`src/rtl/csf_pkg.sv`:
```
// Shared types and constants for the counting semaphore with its wait queue.
`timescale 1ns / 1ps

package csf_pkg;

  // Queue and field sizing
  localparam int QUEUE_DEPTH = 16;
  localparam int ID_BITS     = 8;
  localparam int MAX_RELEASE = 32;

  localparam int ID_W     = 8;
  localparam int REL_W    = 6;
  localparam int COUNT_W  = 16;
  localparam int CFG_AW   = 3;
  localparam int CFG_DW   = 32;

  localparam int PTR_W    = (QUEUE_DEPTH > 1) ? $clog2(QUEUE_DEPTH) : 1;
  localparam int OCC_W    = $clog2(QUEUE_DEPTH + 1);
  localparam int GRANT_W  = (OCC_W > REL_W) ? OCC_W : REL_W;
  localparam int ID_KEEP  = (ID_BITS < ID_W) ? ID_BITS : ID_W;

  // Register word index (compared with paddr[2])
  localparam logic REG_MAX_COUNT = 1'b0;

  typedef enum logic [1:0] {
    OP_ACQUIRE = 2'd0,
    OP_TRY     = 2'd1,
    OP_RELEASE = 2'd2
  } op_e;

  typedef enum logic [2:0] {
    K_ACQUIRED = 3'd0,
    K_TRYFAIL  = 3'd1,
    K_QUEUED   = 3'd2,
    K_GRANT    = 3'd3,
    K_ERROR    = 3'd4,
    K_DONE     = 3'd5
  } kind_e;

  typedef enum logic [1:0] {
    S_IDLE,
    S_READ,
    S_GRANT,
    S_DONE
  } state_e;

endpackage

```
`src/rtl/counting_semaphore_fifo_top.sv`:
```
// Counting semaphore with a FIFO queue of waiter identifiers held in a RAM.
//
//   channel  | handshake                    | payload
//   ---------+------------------------------+-----------------------------------------
//   in       | in_valid_i / in_stall_o      | opcode_i, waiter_id_i, release_count_i
//   out      | out_valid_o / out_stall_i    | kind_o, granted_id_o, count_now_o, last_o
//   cfg      | psel/penable/pwrite/pready   | paddr, pwdata, prdata
//
// Acquire, try acquire, errors and releases with no waiter are answered from the idle state alone.
// A release that grants g waiters steps through the accepting cycle, then per grant
// a wait RAM read and an output state, then the done result.
// Reset clears count, pointers and occupancy at once; the RAM is not cleared.
// A stalled output holds its transaction; the input stalls until it is free.
`timescale 1ns / 1ps

module counting_semaphore_fifo_top import csf_pkg::*; (
  input  logic                clk_i,
  input  logic                rst_ni,
  input  logic                in_valid_i,
  output logic                in_stall_o,
  input  logic [1:0]          opcode_i,
  input  logic [ID_W-1:0]     waiter_id_i,
  input  logic [REL_W-1:0]    release_count_i,
  output logic                out_valid_o,
  input  logic                out_stall_i,
  output logic [2:0]          kind_o,
  output logic [ID_W-1:0]     granted_id_o,
  output logic [COUNT_W-1:0]  count_now_o,
  output logic                last_o,
  input  logic                psel,
  input  logic                penable,
  input  logic                pwrite,
  input  logic [CFG_AW-1:0]   paddr,
  input  logic [CFG_DW-1:0]   pwdata,
  output logic [CFG_DW-1:0]   prdata,
  output logic                pready
);

  state_e               state_q, state_d;
  logic [COUNT_W-1:0]   max_count_q;
  logic [COUNT_W-1:0]   count_q, count_d;
  logic [PTR_W-1:0]     head_q, head_d, tail_q, tail_d;
  logic [OCC_W-1:0]     occ_q, occ_d;
  logic [GRANT_W-1:0]   left_q, left_d;
  logic [COUNT_W-1:0]   done_cnt_q, done_cnt_d;

  logic                 out_valid_q, out_valid_d;
  kind_e                out_kind_q, out_kind_d;
  logic [ID_W-1:0]      out_id_q, out_id_d;
  logic [COUNT_W-1:0]   out_cnt_q, out_cnt_d;
  logic                 out_last_q, out_last_d;

  logic [ID_KEEP-1:0]   mem [QUEUE_DEPTH];
  logic [ID_KEEP-1:0]   rd_q;
  logic                 mem_we, mem_re;

  logic                 out_free, in_take, rel_bad, rel_go;
  logic [COUNT_W:0]     rel_sum;
  logic [GRANT_W-1:0]   rel_n, occ_w, grants;
  logic [ID_KEEP-1:0]   id_keep;
  logic [ID_W-1:0]      id_ext;

  // Configuration port
  assign pready = 1'b1;
  assign prdata = (paddr[2] == REG_MAX_COUNT) ? CFG_DW'(max_count_q) : '0;

  always_ff @(posedge clk_i or negedge rst_ni) begin
    if (!rst_ni) begin
      max_count_q <= COUNT_W'(1);
    end else if (psel && penable && pwrite && pready && paddr[2] == REG_MAX_COUNT) begin
      max_count_q <= pwdata[COUNT_W-1:0];
    end
  end

  // Handshake
  assign out_free   = !out_valid_q || !out_stall_i;
  assign in_take    = (state_q == S_IDLE) && in_valid_i && out_free;
  assign in_stall_o = !((state_q == S_IDLE) && out_free);

  // Decode the incoming transaction
  assign id_keep = waiter_id_i[ID_KEEP-1:0];
  assign id_ext  = ID_W'(id_keep);
  assign rel_n   = GRANT_W'(release_count_i);
  assign occ_w   = GRANT_W'(occ_q);
  assign rel_sum = {1'b0, count_q} + (COUNT_W + 1)'(release_count_i);
  assign rel_bad = (release_count_i > REL_W'(MAX_RELEASE)) ||
                   (rel_sum > {1'b0, max_count_q});
  assign grants  = (rel_n < occ_w) ? rel_n : occ_w;
  assign rel_go  = in_take && (opcode_i == OP_RELEASE) && !rel_bad && (grants != '0);

  // Next state
  always_comb begin
    state_d = state_q;
    unique case (state_q)
      S_IDLE:  if (rel_go) state_d = S_READ;
      S_READ:  state_d = S_GRANT;
      S_GRANT: if (out_free) state_d = (left_q == '0) ? S_DONE : S_READ;
      S_DONE:  if (out_free) state_d = S_IDLE;
      default: state_d = S_IDLE;
    endcase
  end

  // Datapath and result selection
  always_comb begin
    count_d     = count_q;
    head_d      = head_q;
    tail_d      = tail_q;
    occ_d       = occ_q;
    left_d      = left_q;
    done_cnt_d  = done_cnt_q;
    mem_we      = 1'b0;
    mem_re      = 1'b0;
    out_valid_d = out_valid_q && out_stall_i;
    out_kind_d  = out_kind_q;
    out_id_d    = out_id_q;
    out_cnt_d   = out_cnt_q;
    out_last_d  = out_last_q;

    unique case (state_q)
      S_IDLE: begin
        if (in_take) begin
          out_valid_d = 1'b1;
          out_last_d  = 1'b1;
          out_id_d    = '0;
          out_kind_d  = K_ERROR;
          case (opcode_i)
            OP_ACQUIRE: begin
              if (count_q != '0) begin
                count_d    = count_q - COUNT_W'(1);
                out_kind_d = K_ACQUIRED;
                out_id_d   = id_ext;
              end else if (occ_q != OCC_W'(QUEUE_DEPTH)) begin
                mem_we     = 1'b1;
                tail_d     = (tail_q == PTR_W'(QUEUE_DEPTH - 1)) ? '0 : tail_q + PTR_W'(1);
                occ_d      = occ_q + OCC_W'(1);
                out_kind_d = K_QUEUED;
                out_id_d   = id_ext;
              end
            end
            OP_TRY: begin
              out_id_d = id_ext;
              if (count_q != '0) begin
                count_d    = count_q - COUNT_W'(1);
                out_kind_d = K_ACQUIRED;
              end else begin
                out_kind_d = K_TRYFAIL;
              end
            end
            OP_RELEASE: begin
              if (!rel_bad) begin
                done_cnt_d = COUNT_W'(rel_sum - (COUNT_W + 1)'(grants));
                if (grants == '0) begin
                  count_d    = done_cnt_d;
                  out_kind_d = K_DONE;
                end else begin
                  out_valid_d = out_valid_q && out_stall_i;
                  out_kind_d  = out_kind_q;
                  out_id_d    = out_id_q;
                  out_last_d  = out_last_q;
                  left_d      = grants;
                end
              end
            end
            default: ;
          endcase
          out_cnt_d = count_d;
          if (rel_go) out_cnt_d = out_cnt_q;
        end
      end
      S_READ: begin
        // Pop the oldest waiter
        mem_re = 1'b1;
        head_d = (head_q == PTR_W'(QUEUE_DEPTH - 1)) ? '0 : head_q + PTR_W'(1);
        occ_d  = occ_q - OCC_W'(1);
        left_d = left_q - GRANT_W'(1);
      end
      S_GRANT: begin
        if (out_free) begin
          out_valid_d = 1'b1;
          out_kind_d  = K_GRANT;
          out_id_d    = ID_W'(rd_q);
          out_cnt_d   = count_q;
          out_last_d  = 1'b0;
        end
      end
      S_DONE: begin
        if (out_free) begin
          count_d     = done_cnt_q;
          out_valid_d = 1'b1;
          out_kind_d  = K_DONE;
          out_id_d    = '0;
          out_cnt_d   = done_cnt_q;
          out_last_d  = 1'b1;
        end
      end
      default: ;
    endcase
  end

  // Wait RAM: one write, one registered read
  always_ff @(posedge clk_i) begin
    if (mem_we) mem[tail_q] <= id_keep;
    if (mem_re) rd_q <= mem[head_q];
  end

  // Control registers
  always_ff @(posedge clk_i or negedge rst_ni) begin
    if (!rst_ni) begin
      state_q     <= S_IDLE;
      count_q     <= '0;
      head_q      <= '0;
      tail_q      <= '0;
      occ_q       <= '0;
      left_q      <= '0;
      out_valid_q <= 1'b0;
    end else begin
      state_q     <= state_d;
      count_q     <= count_d;
      head_q      <= head_d;
      tail_q      <= tail_d;
      occ_q       <= occ_d;
      left_q      <= left_d;
      out_valid_q <= out_valid_d;
    end
  end

  // Payload registers
  always_ff @(posedge clk_i) begin
    done_cnt_q <= done_cnt_d;
    out_kind_q <= out_kind_d;
    out_id_q   <= out_id_d;
    out_cnt_q  <= out_cnt_d;
    out_last_q <= out_last_d;
  end

  assign out_valid_o  = out_valid_q;
  assign kind_o       = out_kind_q;
  assign granted_id_o = out_id_q;
  assign count_now_o  = out_cnt_q;
  assign last_o       = out_last_q;

endmodule

```
`config.mk`:
```
export PLATFORM = sky130hd
export DESIGN_NAME = counting_semaphore_fifo_top
export DESIGN_NICKNAME = d
export VERILOG_FILES = /design/src/rtl/csf_pkg.sv /design/src/rtl/counting_semaphore_fifo_top.sv
export SDC_FILE = /design/constraint.sdc
export NUM_CORES = 1
export LEC_CHECK = 0
export ABC_AREA = 1
export BUFFER_PORTS_ARGS = -buffer_cell sky130_fd_sc_hd__clkbuf_2
export CAP_MARGIN = 40
export CORE_UTILIZATION = 46
export DETAILED_ROUTE_END_ITERATION = 16
export GPL_ROUTABILITY_DRIVEN = 0
export SYNTH_ARGS = -nofsm -noshare
export SYNTH_HDL_FRONTEND = slang
export SYNTH_SLANG_ARGS = --single-unit
```
`constraint.sdc`:
```
create_clock -name clk_i -period 5.2 [get_ports clk_i]
set_input_delay 0.52 -clock clk_i [delete_from_list [all_inputs] [get_ports clk_i]]
set_output_delay 0.52 -clock clk_i [all_outputs]
set_load 0.02 [all_outputs]
```
==> flow_metrics.tcl <==
set metrics [dict create \
    routed_via_density 5.37 \
    critical_path.max_fanout 16 \
    maxCapViolations 0 \
    critPathMaxStageDelay_ns 0.58 \
    synth_top_area_frac 0.423 \
    fin_cells 1873 \
    via_count 10067 \
    power.share.switching 0.449 \
    netlist_top_cells_count "284 x nand2_1, 180 x edfxtp_1, 171 x nor2_1, 126 x inv_1, 109 x nand3_1" \
    layout_setup_ws_ns 0.896 \
    grt_max_degree 67 \
    status "finished, final reports clean" \
    fin_crit_ns 4.30 \
    drive_gt1_frac 0.143 \
    synth-async-reset-ratio 0.231 \
    seq_area_frac_synth 0.528 \
    yosysUniqueCellTypes 55 \
    rows 60 \
    end_kind "flop" \
    synth_cells 1401 \
    post_cts_buffers 0 \
    grt_pass1_wl_mm 52.3 \
    drc_errors 0 \
    routedWlPerCell_um 17.7 \
    dieArea_sq_um 28500 \
    grtUsageTotal 0.238 \
    drt_iter0_markers 1051 \
    cts_root_buf "clkbuf_16" \
    clkPwrFrac 0.208 \
    yosysWarnings 0 \
    drv_slew 0 \
    yosys.area.top_type "edfxtp_1" \
    io_pins 121 \
    avgSynthCellArea_sq_um 9.13 \
    holdBufCountCts 0 \
    coreArea_sq_um 27100 \
    synth-seq-cells 234 \
    vdd_drop_max_v 0.000326 \
    place_inst 1823 \
    cellPowerDensity_nw_per_um2 617 \
    antennaDiodeCount 0 \
    synth_edf_count 180 \
    start_kind "flop" \
    overflow 0 \
    tightest_slew_ns 0.837 \
    ys.flop_type "edfxtp_1" \
    clock_skew_ns 0.0240 \
    synth_most_common_cell "nand2_1" \
    internal-power_w 0.00490 \
    fmax_mhz 232 \
    initial_utilization 0.472 \
    die_width_um 169 \
    slew_headroom 0.440 \
    die_height_um 169 \
    p_switching_w 0.00399 \
    synth_area_leaders "edfxtp_1 42%, dfrtp_1 10%, nand2_1 8.3%, nor2_1 5.0%, nand3_1 4.3%" \
    p_seq_frac 0.311 \
    finalCritPeriodShare 0.828 \
    power_frac_comb 0.481 \
    clk_latency_ns 0.54 \
    syn2layout_area_growth_pct 12.6 \
    finalSetupTns_ns 0 \
    rsz0062_at_grt "false" \
    antenna_found_initial 0 \
    cts_tree "yes" \
    min-delay-path-class "in2async" \
    clockBufferDepth 3 \
    ant_nets 0 \
    pre_cts_slack_ns 0.723 \
    critical_path_class "reg2reg" \
    drt-total-wl_mm 33.1 \
    worst_path_max_delay_cell "inv_1" \
    path_clk_slew_ns 0.06 \
    total_leakage_power_nw 6.09 \
    port_buffers 85 \
    crit_top_cell "nand2_1" \
    syn_area_sq_um 12800 \
    ctsResizeCount 0 \
    clock_sinks 234 \
    grt_pass1_vias 9324 \
    hold_viol_final 0 \
    dr.pass1.iters 5 \
    setup_viol_count_final 0 \
    finalNetCount 1583 \
    h-tree-depth 1 \
    worst_ep_arrival_time_ns 4.45 \
    worst_ep_required_time_ns 5.35 \
    numCtsBuffers 27 \
    dp_hpwl_mm 22.8 \
]
-- layout by cell type, fill, tap and decap left out, types with 5 or more instances in the layout --
cell type / netlist / final
a21oi_1: 67 / 67
a22o_1: 8 / 8
buf_4: 18 / 17
clkbuf_1: 40 / 5
clkbuf_16: 0 / 27
clkbuf_2: 1 / 85
clkinv_1: 3 / 9
conb_1: 2 / 18
dfrtp_1: 53 / 52
edfxtp_1: 180 / 180
ha_1: 42 / 42
inv_1: 126 / 125
inv_2: 11 / 11
nand2_1: 284 / 284
nand2_2: 16 / 16
nand3_1: 109 / 109
nand3_2: 7 / 7
nand4_1: 14 / 14
nor2_1: 171 / 170
nor2_2: 10 / 11
nor3_1: 10 / 9
o211ai_1: 17 / 17
o21ai_0: 92 / 92
o21ai_1: 13 / 13
o221ai_1: 24 / 24
o22ai_1: 9 / 9
xor2_1: 17 / 17
-- final timing paths --
check                          startpoint              end  slack (ns)  depth (start not counted)
min in group clk_i              pwdata[0]   max_count_q[0]        0.23                          3
max                            count_q[0]   count_now_o[0]        0.90                         27
min reg2reg                max_count_q[0]   max_count_q[0]        0.49                          2
max in group asynchronous          rst_ni        head_q[0]        4.45                          2
max reg2reg                    count_q[0]   count_now_o[0]        0.90                         27
min                                rst_ni  max_count_q[11]        0.16                          2
-- kinds of logic (layout without fill, tap and decap cells) --
logic type      Yosys count  in the layout  synth area share
xor+xnor                 20             20            0.0137
simple gates            642            642             0.223
flops                   234            234             0.528
fa+ha+maj                45             45            0.0458
buf+inv                 210            294            0.0720
other cells               2             18          0.000587
compound gates          248            248             0.116
-- power groups by stage --
stage	Sequential, W	Clock, W	Combinational [W]
after detailed placement	0.00279	0	0.00423
after CTS	0.00276	0.00188	0.00425
after global placement	0.00279	0	0.00413
final	0.00276	0.00185	0.00428
after global routing	0.00280	0.00195	0.00479
after floorplan	0.00281	0	0.00299
-- worst max-delay path, delay by kind of cell (launching register included) --
family | cells | cell delay, ns
AOI/OAI and AO/OA | 1 | 0.08
adders and majority gates | 3 | 1.01
and+or+nand+nor | 20 | 1.66
DFF | 1 | 0.42
buffers and inverters | 3 | 0.74
-- cell type report --
type / instances / area (sq um)
clock inverters: 16 / 145
repair buffers: 104 / 608
flip-flops and latches: 234 / 6760
fillers: 2468 / 12700
clock buffers: 34 / 722
inverters: 140 / 526
multi-input cells: 973 / 5180
well taps: 372 / 465
-- metrics by stage --
stage,total power (W),instance area (sq um),hold slack (ns),utilization
2_1_floorplan,0.00580,12800,0.224,-
3_3_place_gp,0.00691,13500,0.485,0.497
3_5_place_dp,0.00702,13500,0.480,0.499
4_1_cts,0.00889,14400,0.184,0.531
5_1_grt,0.00954,14400,0.203,0.531
6_report,0.00889,14400,0.156,0.531
-- flip-flops by register name, indices dropped and copies added, names as in the netlist --
register      cells
done_cnt_q       16
count_now_o      16
count_q          16
granted_id_o      8
tail_q            4
rd_q              8
mem             128
max_count_q      16
last_o            1
head_q            4
state_q           2
kind_o            3
occ_q             5
out_valid_o       1
left_q            6
-- layer usage --
metal	global-route usage	part of all wire
met1	0.366	0.49
met2	0.351	0.42
met3	0.0351	0.070
met4	0.0538	0.019
met5	0	0
Power figures use the tool's default switching activity.
